### config.mk
export PLATFORM = sky130hd
export DESIGN_NAME = buffer_slot_pool_manager
export DESIGN_NICKNAME = d
export VERILOG_FILES = /design/src/hw/rtl/bspm_pkg.sv /design/src/hw/rtl/bspm_cfg.sv /design/src/hw/rtl/bspm_ctrl.sv /design/src/hw/rtl/bspm_dp.sv /design/src/hw/rtl/buffer_slot_pool_manager.sv
export SDC_FILE = /design/constraint.sdc
export NUM_CORES = 1
export LEC_CHECK = 0
export BUFFER_PORTS_ARGS = -buffer_cell sky130_fd_sc_hd__buf_4
export CAP_MARGIN = 20
export CORE_ASPECT_RATIO = 0.6
export CORE_UTILIZATION = 55
export CTS_CLUSTER_DIAMETER = 150
export CTS_CLUSTER_SIZE = 25
export DETAILED_ROUTE_END_ITERATION = 12
export GPL_TIMING_DRIVEN = 0
export PLACE_DENSITY = 0.71
export SYNTH_ARGS = -nofsm -noshare
export SYNTH_HDL_FRONTEND = slang
export SYNTH_SLANG_ARGS = --single-unit
### constraint.sdc
create_clock -name clk -period 6 [get_ports clk]
set_clock_uncertainty 0.2 [all_clocks]
set_input_delay 0 -clock clk [delete_from_list [all_inputs] [get_ports clk]]
set_output_delay 0 -clock clk [all_outputs]
set_load 0.02 [all_outputs]
### src/hw/rtl/bspm_pkg.sv
// Shared types, codes and constants for the buffer slot pool manager.
package bspm_pkg;

  localparam int SLOT_COUNT_DEF = 8;

  localparam logic [2:0] KIND_ACQUIRE  = 3'd0;
  localparam logic [2:0] KIND_TAKE_OLD = 3'd1;
  localparam logic [2:0] KIND_TAKE_NEW = 3'd2;
  localparam logic [2:0] KIND_RELEASE  = 3'd3;
  localparam logic [2:0] KIND_COMMIT   = 3'd4;
  localparam logic [2:0] KIND_PURGE    = 3'd5;

  localparam logic [1:0] STATUS_OK    = 2'd0;
  localparam logic [1:0] STATUS_NONE  = 2'd1;
  localparam logic [1:0] STATUS_BUSY  = 2'd2;
  localparam logic [1:0] STATUS_RANGE = 2'd3;

  localparam logic [1:0] SLOT_EMPTY  = 2'd0;
  localparam logic [1:0] SLOT_FILLED = 2'd1;
  localparam logic [1:0] SLOT_LOCKED = 2'd2;

  localparam logic [31:0] STAMP_NEVER = 32'hffff_ffff;

  localparam logic REG_SLOTS_IN_USE = 1'b0;
  localparam logic [3:0] SLOTS_IN_USE_RESET = 4'd8;

  typedef struct packed {
    logic [2:0]  kind;
    logic [2:0]  slot;
    logic [31:0] stamp;
  } cmd_t;

  typedef struct packed {
    logic [1:0] status;
    logic [2:0] chosen_slot;
    logic       evicted;
  } res_t;

  typedef enum logic [2:0] {
    ST_IDLE,
    ST_DISPATCH,
    ST_RECENT,
    ST_SCAN,
    ST_DRAIN,
    ST_FINISH
  } state_t;

  typedef struct packed {
    logic load;
    logic rd_recent;
    logic rd_scan;
    logic recent_chk;
    logic finish;
  } dp_ctl_t;

  typedef struct packed {
    logic [2:0] kind;
    logic       recent_hit;
    logic       scan_last;
  } dp_sts_t;

endpackage

### src/hw/rtl/bspm_cfg.sv
// APB register holding slots_in_use, and the clamped live slot count derived from it.
module bspm_cfg import bspm_pkg::*; #(
  parameter int SLOT_COUNT = SLOT_COUNT_DEF,
  localparam int CNT_W = $clog2(SLOT_COUNT + 1)
) (
  input  logic             clk,
  input  logic             rst,
  input  logic             psel,
  input  logic             penable,
  input  logic             pwrite,
  input  logic [2:0]       paddr,
  input  logic [31:0]      pwdata,
  output logic [31:0]      prdata,
  output logic             pready,
  output logic [CNT_W-1:0] live_n
);

  localparam int CW = (CNT_W > 4) ? CNT_W : 4;

  logic [3:0]    slots_in_use;
  logic          reg_sel;
  logic [CW-1:0] cfg_ext;

  assign pready  = 1'b1;
  assign reg_sel = (paddr[2] == REG_SLOTS_IN_USE);

  always_ff @(posedge clk) begin
    if (rst) begin
      slots_in_use <= SLOTS_IN_USE_RESET;
    end else if (psel && penable && pwrite && reg_sel) begin
      slots_in_use <= pwdata[3:0];
    end
  end

  assign prdata = reg_sel ? {28'd0, slots_in_use} : 32'd0;

  // clamp to 1..SLOT_COUNT
  always_comb begin
    cfg_ext = CW'(slots_in_use);
    if (cfg_ext == '0) begin
      live_n = CNT_W'(1);
    end else if (cfg_ext > CW'(SLOT_COUNT)) begin
      live_n = CNT_W'(SLOT_COUNT);
    end else begin
      live_n = CNT_W'(cfg_ext);
    end
  end

endmodule

### src/hw/rtl/bspm_ctrl.sv
// Request sequencer: dispatch, remembered-slot check, slot scan, drain, finish.
module bspm_ctrl import bspm_pkg::*; (
  input  logic    clk,
  input  logic    rst,
  input  logic    start,
  output logic    busy,
  output dp_ctl_t ctl,
  input  dp_sts_t sts
);

  state_t state, state_next;

  always_ff @(posedge clk) begin
    if (rst) begin
      state <= ST_IDLE;
    end else begin
      state <= state_next;
    end
  end

  always_comb begin
    state_next = state;
    ctl        = '0;
    busy       = (state != ST_IDLE);
    unique case (state)
      ST_IDLE: begin
        if (start) begin
          ctl.load   = 1'b1;
          state_next = ST_DISPATCH;
        end
      end
      ST_DISPATCH: begin
        unique case (sts.kind) inside
          KIND_ACQUIRE: begin
            ctl.rd_recent = 1'b1;
            state_next    = ST_RECENT;
          end
          KIND_TAKE_OLD, KIND_TAKE_NEW: begin
            state_next = ST_SCAN;
          end
          default: begin
            state_next = ST_FINISH;
          end
        endcase
      end
      ST_RECENT: begin
        ctl.recent_chk = 1'b1;
        state_next     = sts.recent_hit ? ST_FINISH : ST_SCAN;
      end
      ST_SCAN: begin
        ctl.rd_scan = 1'b1;
        if (sts.scan_last) begin
          state_next = ST_DRAIN;
        end
      end
      ST_DRAIN: begin
        state_next = ST_FINISH;
      end
      ST_FINISH: begin
        ctl.finish = 1'b1;
        state_next = ST_IDLE;
      end
      default: begin
        state_next = ST_IDLE;
      end
    endcase
  end

endmodule

### src/hw/rtl/bspm_dp.sv
// Slot state and timestamp stores, scan compare unit and result register.
module bspm_dp import bspm_pkg::*; #(
  parameter int SLOT_COUNT = SLOT_COUNT_DEF,
  localparam int CNT_W = $clog2(SLOT_COUNT + 1)
) (
  input  logic             clk,
  input  logic             rst,
  input  cmd_t             cmd_in,
  input  logic [CNT_W-1:0] live_n,
  input  dp_ctl_t          ctl,
  output dp_sts_t          sts,
  output logic             done,
  output res_t             res
);

  localparam int IDX_W = (SLOT_COUNT > 1) ? $clog2(SLOT_COUNT) : 1;
  localparam int SW    = (CNT_W > 3) ? CNT_W : 3;

  logic [1:0]  stat_mem [SLOT_COUNT];
  logic [31:0] time_mem [SLOT_COUNT];
  logic [SLOT_COUNT-1:0] valid;

  cmd_t             cmd_q;
  logic             hit_q;
  logic             recent_valid;
  logic [2:0]       recent_slot;
  logic [IDX_W-1:0] scan_idx, cmp_idx, rd_addr;
  logic             cmp_valid;

  logic [1:0]  stat_raw;
  logic        valid_rd;
  logic [31:0] time_rd;
  logic [1:0]  stat_rd;

  logic             empty_found, old_found, new_found;
  logic [IDX_W-1:0] empty_idx, old_idx, new_idx;
  logic [31:0]      old_best, new_best;
  logic [1:0]       slot0_stat;

  // finish decisions
  res_t             res_next;
  logic [IDX_W-1:0] wr_addr, slot_idx, victim;
  logic             slot_ok;
  logic             stat_we, time_we, set_one, clr_one, purge, remember;
  logic [1:0]       wr_stat;
  logic [SLOT_COUNT-1:0] purge_mask;

  assign rd_addr  = ctl.rd_recent ? IDX_W'(recent_slot) : scan_idx;
  assign stat_rd  = valid_rd ? stat_raw : SLOT_EMPTY;
  assign slot_idx = IDX_W'(cmd_q.slot);
  assign slot_ok  = SW'(cmd_q.slot) < SW'(live_n);
  assign victim   = old_found ? old_idx : '0;

  assign sts.kind       = cmd_q.kind;
  assign sts.recent_hit = recent_valid && (SW'(recent_slot) < SW'(live_n)) &&
                          (stat_rd == SLOT_EMPTY);
  assign sts.scan_last  = (CNT_W'(scan_idx) + CNT_W'(1)) == live_n;

  // registered read port
  always_ff @(posedge clk) begin
    stat_raw <= stat_mem[rd_addr];
    time_rd  <= time_mem[rd_addr];
    valid_rd <= valid[rd_addr];
  end

  always_ff @(posedge clk) begin
    if (ctl.finish && stat_we) begin
      stat_mem[wr_addr] <= wr_stat;
    end
    if (ctl.finish && time_we) begin
      time_mem[wr_addr] <= cmd_q.stamp;
    end
  end

  always_comb begin
    for (int i = 0; i < SLOT_COUNT; i++) begin
      purge_mask[i] = CNT_W'(i) < live_n;
    end
  end

  // an entry without its valid bit reads as empty
  always_ff @(posedge clk) begin
    if (rst) begin
      valid <= '0;
    end else if (ctl.finish) begin
      if (purge) begin
        valid <= valid & ~purge_mask;
      end else if (set_one) begin
        valid[wr_addr] <= 1'b1;
      end else if (clr_one) begin
        valid[wr_addr] <= 1'b0;
      end
    end
  end

  always_ff @(posedge clk) begin
    if (rst) begin
      recent_valid <= 1'b0;
      recent_slot  <= '0;
      cmp_valid    <= 1'b0;
      done         <= 1'b0;
    end else begin
      cmp_valid <= ctl.rd_scan;
      done      <= ctl.finish;
      if (ctl.recent_chk) begin
        recent_valid <= 1'b0;
      end else if (ctl.finish && remember) begin
        recent_valid <= 1'b1;
        recent_slot  <= cmd_q.slot;
      end
    end
  end

  always_ff @(posedge clk) begin
    cmp_idx <= scan_idx;
    if (ctl.finish) begin
      res <= res_next;
    end
    if (ctl.load) begin
      cmd_q       <= cmd_in;
      hit_q       <= 1'b0;
      scan_idx    <= '0;
      empty_found <= 1'b0;
      old_found   <= 1'b0;
      new_found   <= 1'b0;
      old_best    <= STAMP_NEVER;
      new_best    <= '0;
      slot0_stat  <= SLOT_EMPTY;
    end else begin
      if (ctl.recent_chk) begin
        hit_q <= sts.recent_hit;
      end
      if (ctl.rd_scan) begin
        scan_idx <= scan_idx + 1'b1;
      end
      if (cmp_valid) begin
        if (cmp_idx == '0) begin
          slot0_stat <= stat_rd;
        end
        if (stat_rd == SLOT_EMPTY && !empty_found) begin
          empty_found <= 1'b1;
          empty_idx   <= cmp_idx;
        end
        if (stat_rd == SLOT_FILLED && time_rd < old_best) begin
          old_found <= 1'b1;
          old_idx   <= cmp_idx;
          old_best  <= time_rd;
        end
        if (stat_rd == SLOT_FILLED && time_rd > new_best) begin
          new_found <= 1'b1;
          new_idx   <= cmp_idx;
          new_best  <= time_rd;
        end
      end
    end
  end

  always_comb begin
    res_next = '{status: STATUS_OK, chosen_slot: 3'd0, evicted: 1'b0};
    wr_addr  = slot_idx;
    wr_stat  = SLOT_EMPTY;
    stat_we  = 1'b0;
    time_we  = 1'b0;
    set_one  = 1'b0;
    clr_one  = 1'b0;
    purge    = 1'b0;
    remember = 1'b0;
    case (cmd_q.kind)
      KIND_ACQUIRE: begin
        if (hit_q) begin
          res_next.chosen_slot = recent_slot;
        end else if (empty_found) begin
          res_next.chosen_slot = 3'(empty_idx);
        end else begin
          wr_addr              = victim;
          res_next.chosen_slot = 3'(victim);
          if (!old_found && slot0_stat == SLOT_LOCKED) begin
            res_next.status = STATUS_BUSY;
          end else begin
            clr_one          = 1'b1;
            res_next.evicted = 1'b1;
          end
        end
      end
      KIND_TAKE_OLD: begin
        if (old_found) begin
          wr_addr              = old_idx;
          wr_stat              = SLOT_LOCKED;
          stat_we              = 1'b1;
          set_one              = 1'b1;
          res_next.chosen_slot = 3'(old_idx);
        end else begin
          res_next.status = STATUS_NONE;
        end
      end
      KIND_TAKE_NEW: begin
        if (new_found) begin
          wr_addr              = new_idx;
          wr_stat              = SLOT_LOCKED;
          stat_we              = 1'b1;
          set_one              = 1'b1;
          res_next.chosen_slot = 3'(new_idx);
        end else begin
          res_next.status = STATUS_NONE;
        end
      end
      KIND_RELEASE: begin
        res_next.chosen_slot = cmd_q.slot;
        if (slot_ok) begin
          clr_one  = 1'b1;
          remember = 1'b1;
        end else begin
          res_next.status = STATUS_RANGE;
        end
      end
      KIND_COMMIT: begin
        res_next.chosen_slot = cmd_q.slot;
        if (slot_ok) begin
          wr_stat = SLOT_FILLED;
          stat_we = 1'b1;
          time_we = 1'b1;
          set_one = 1'b1;
        end else begin
          res_next.status = STATUS_RANGE;
        end
      end
      KIND_PURGE: begin
        purge = 1'b1;
      end
      default: begin
      end
    endcase
  end

endmodule

### src/hw/rtl/buffer_slot_pool_manager.sv
// Steps: DISPATCH, then FINISH; the result strobe comes in the cycle after FINISH.
// Release/commit/purge go from DISPATCH to FINISH, an acquire adds the RECENT check of the
// remembered slot, and take-oldest/newest or a missed acquire add SCAN over n (the live
// slot count) and DRAIN. A new request is taken only while idle; the scan reads one slot
// a cycle through the single registered read port of the slot state/timestamp store.
// Reset (rst, synchronous): all slots empty, no remembered slot, slots_in_use = 8.
module buffer_slot_pool_manager import bspm_pkg::*; #(
  parameter int SLOT_COUNT = SLOT_COUNT_DEF
) (
  input  logic        clk,
  input  logic        rst,
  // request beat: taken when start is high and busy is low
  input  logic        start,
  output logic        busy,
  input  cmd_t        cmd,
  // result beat: valid for the single cycle done is high
  output logic        done,
  output res_t        res,
  // configuration
  input  logic        psel,
  input  logic        penable,
  input  logic        pwrite,
  input  logic [2:0]  paddr,
  input  logic [31:0] pwdata,
  output logic [31:0] prdata,
  output logic        pready
);

  localparam int CNT_W = $clog2(SLOT_COUNT + 1);

  logic [CNT_W-1:0] live_n;
  dp_ctl_t          ctl;
  dp_sts_t          sts;

  // Register block: holds slots_in_use and hands down the clamped count.
  bspm_cfg #(.SLOT_COUNT(SLOT_COUNT)) u_cfg (
    .clk     (clk),
    .rst     (rst),
    .psel    (psel),
    .penable (penable),
    .pwrite  (pwrite),
    .paddr   (paddr),
    .pwdata  (pwdata),
    .prdata  (prdata),
    .pready  (pready),
    .live_n  (live_n)
  );

  // Sequencer: walks each request through dispatch, the remembered-slot check,
  // the slot scan and the finishing update.
  bspm_ctrl u_ctrl (
    .clk   (clk),
    .rst   (rst),
    .start (start),
    .busy  (busy),
    .ctl   (ctl),
    .sts   (sts)
  );

  // Datapath: slot stores, running oldest/newest/first-empty trackers, and the
  // result register that drives the result beat.
  bspm_dp #(.SLOT_COUNT(SLOT_COUNT)) u_dp (
    .clk    (clk),
    .rst    (rst),
    .cmd_in (cmd),
    .live_n (live_n),
    .ctl    (ctl),
    .sts    (sts),
    .done   (done),
    .res    (res)
  );

  // A result beat only follows a request in flight.
  a_done_after_busy: assert property (@(posedge clk) disable iff (rst)
    done |-> $past(busy))
    else $error("result beat without a request in flight");

  // The sequencer is back to idle whenever a result is shown.
  a_idle_on_done: assert property (@(posedge clk) disable iff (rst)
    done |-> !busy)
    else $error("busy while result beat shown");

  // An accepted request holds the block busy on the next cycle.
  a_busy_after_accept: assert property (@(posedge clk) disable iff (rst)
    (start && !busy) |=> busy)
    else $error("accepted request did not raise busy");

  // Eviction is only reported together with a good status.
  a_evict_ok: assert property (@(posedge clk) disable iff (rst)
    (done && res.evicted) |-> (res.status == STATUS_OK))
    else $error("eviction flagged on a failed request");

endmodule

==> flow_summary.toml <==
[sta]
hold_viol = 0
slew_headroom_pct = 25.1
slew_violations = 0
setup_violations = 0
rsz0062_at_grt = "no"
max_freq_mhz = 251
fin_crit_sh_pct = 66.5
layout_min_cycle_time_ps = 3990
tightestPinTransition_ps = 1120

[yosys]
synth-seq-area-share_pct = 62.3
synth_top_area_share_pct = 49.0
async_reset_ff_share_pct = 0
yosys_warnings = 0
ys_seq_elements = 457
yosys-top-cells-area = "edfxtp_1 (49%), mux2i_1 (14%), dfxtp_1 (13%)"
netlist-cell-type-count = 74
netlist_area_sq_um = 19900
synth.avg_cell_area_sq_um = 13.3
synthFlopType = "edfxtp_1"
synth_top_area_cell = "edfxtp_1"
synthCells = 1496
synth_edf_count = 325

[clock_network]
cts_made_buffers = 22
clk_latency_ps = 580
cts_max_level = 1
clk_path_buf_depth = 3
cts.sinks = 457
cts-root-buf = "clkbuf_16"
tritoncts = "yes"
clkSlewWorstSetupHoldPaths_ps = 100

[setup_path]
crit_path_end_kind = "register"
path_max_fanout = 18
worstReg2RegEnd = "u_dp.time_mem[5][20]"
timing.critical_path.slowest_cell_delay_ps = 900
reg2reg_from = "u_cfg.cfg_ext[3]"
cp_slowest_cell = "nor2_4"
worstPathArrival_ps = 4080
crit_type = "register to register"
r2r_slack_ps = 2010
critPathRequiredTime_ps = 6090
path_cells = "clkbuf_1, inv_1, nand2_1, ha_1, o21ai_0, a221o_1, nand3_1, nor2_4, buf_16"
rr_worst_depth = 9
start_kind = "register"

[worst_hold_path]
hold_path_end = "prdata[3]"
hp-class = "input pin to output pin"
hp-start = "paddr[2]"
min_path_cells = 3

[drt]
dr.pass1.iters = 7
drtIter0Drc = 1037
antenna_left = 0
drc = 0
vias = 12103
wirelength_mm = 44.0
avgRoutedWirePerCell_um = 20.1
avgViaCountPerCell = 5.51

[job]
drv_cap = 0

[floorplan]
io_pins = 120
die_y_um = 149
die_w_um = 248
initial_core_util_pct = 56.4
dieArea_sq_um = 37000
rows = 53
core_area_sq_um = 35300

[finish]
final_common_cell = "edfxtp_1"
final_cell_mix = "edfxtp_1 (325), mux2i_1 (282), dfxtp_1 (132)"
final_cells = 2195
final_nets = 1859
syn_to_final_growth_pct = 15.0
drive_gt1_share_pct = 13.5

[place]
portBuffers = 60
dp_cells = 2063
gp_congestion = 0.891
hpwl_mm = 29.9

[run_status]
status = "finished clean"

[pwr]
total_power_mw = 6.08
ir_worst_vdd_mv = 0.228
power_density_nw_per_um2 = 266
leakage_nw = 9.66

[grt]
grt_first_pass_wirelength_mm = 67.5
grt_pass1_vias = 11749
antenna_found_initial = 1
grt_use_total_pct = 24.3
grt_max_degree = 48
overflow = 0
## layout make-up
cell class	instances	area [sq um]
clock buffer	37	607
sequential	457	12400
antenna	1	2.50
timing repair buffer	165	1580
multi-input combinational	894	6790
tap	467	584
buffer	95	583
fill	2620	12400
clock inverter	2	50.0
inverter	77	289
## metal layers
layer	routed length, um	GRT usage, %
met3	3630	6.46
met4	731	4.48
met5	0	0
met1	21100	36.3
met2	18500	35.8
## cells by family (layout without fill, tap and decap cells)
family / after synthesis / in the layout / synth area share [%]
xor gates and xnor gates: 2 / 2 / 0.0880
adders and majority gates: 68 / 68 / 4.28
and+or+nand+nor: 323 / 323 / 7.51
other: 2 / 30 / 0.0377
DFF: 457 / 457 / 62.3
buffers and inverters: 172 / 376 / 4.36
muxes: 318 / 318 / 16.2
AOI/OAI and AO/OA: 154 / 154 / 5.16
## state kept, by name, summed over array words and instances (netlist names), 3 cells and up, named ones only
| signal | count |
|---|---|
| u_dp.new_idx | 3 |
| u_dp.old_idx | 3 |
| u_dp.cmp_idx | 3 |
| u_dp.res | 6 |
| u_dp.recent_slot | 3 |
| u_dp.empty_idx | 3 |
| u_dp.time_rd | 32 |
| u_cfg.cfg_ext | 4 |
| u_dp.stat_mem | 16 |
| u_dp.time_mem | 256 |
| u_dp.sts | 3 |
| u_ctrl.state | 3 |
| u_dp.old_best | 32 |
| u_dp.slot_idx | 3 |
| u_dp.scan_idx | 3 |
| u_dp.new_best | 32 |
| u_dp.cmd_q | 32 |
## cells in the mapped netlist, drive strengths merged, types with 3 or more instances
cell    instances
buf            73
or3             4
nor4            6
inv            76
mux2i         283
a211o           5
mux2           35
a221oi          6
a211oi          9
o31ai           3
a21oi          52
nand3b          5
dfxtp         132
o21ai          35
a22oi           3
nand2         116
nor3b           3
clkbuf         22
a22o            5
edfxtp        325
and3            5
and2            4
o21a            6
nand4           9
nand2b          6
a31oi           7
nand3          18
nor3           11
ha             68
nor2          119
nor2b           8
## timing repair
item / CTS / global route
hold buffers: 91 / 0
hold endpoints to repair: 53 / 0
buffers inserted: 0 / 0
gates resized for setup: 0 / 0
## stage by stage
stage	setup WS, ps	hold slack (ps)	setup TNS (ps)	util, %	area [sq um]
6_report	2010	85.9	0	64.9	22900
5_1_grt	1800	91.7	0	64.9	22900
4_1_cts	2040	84.5	0	64.8	22900
3_5_place_dp	2040	-20.7	0	60.4	21300
3_3_place_gp	-3230	-22.2	-103070	59.6	21000
2_1_floorplan	449	-125	0	-	20000
## how the worst max path moves through the flow
stage,startpoint,endpoint,slack (ps),depth (start not counted)
floorplan,u_cfg.cfg_ext[3],u_dp.time_mem[2][0],450,7
global placement,u_cfg.cfg_ext[3],u_dp.time_mem[2][15],-3230,8
detailed placement,u_cfg.cfg_ext[3],u_dp.time_mem[1][13],2040,9
CTS,u_cfg.cfg_ext[3],u_dp.time_mem[4][15],2040,9
global route,u_cfg.cfg_ext[3],u_dp.time_mem[4][18],1800,9
finish,u_cfg.cfg_ext[3],u_dp.time_mem[5][20],2010,9
## report_power, final
part           switching (mW)  total [mW]  internal (mW)
registers               0.121        3.60           3.48
logic                   0.458       0.796          0.338
clock network           0.976        1.69          0.715
total                    1.55        6.08           4.53
## worst max-delay path, delay by kind of cell, from the launching register on
kind	cells	cell delay, ps
AO/OA/AOI/OAI	2	400
flip-flops	1	350
adder cells (fa/ha/maj)	1	240
buffers and inverters	3	880
AND/OR/NAND/NOR	3	1620
Power figures use the tool's default switching activity.
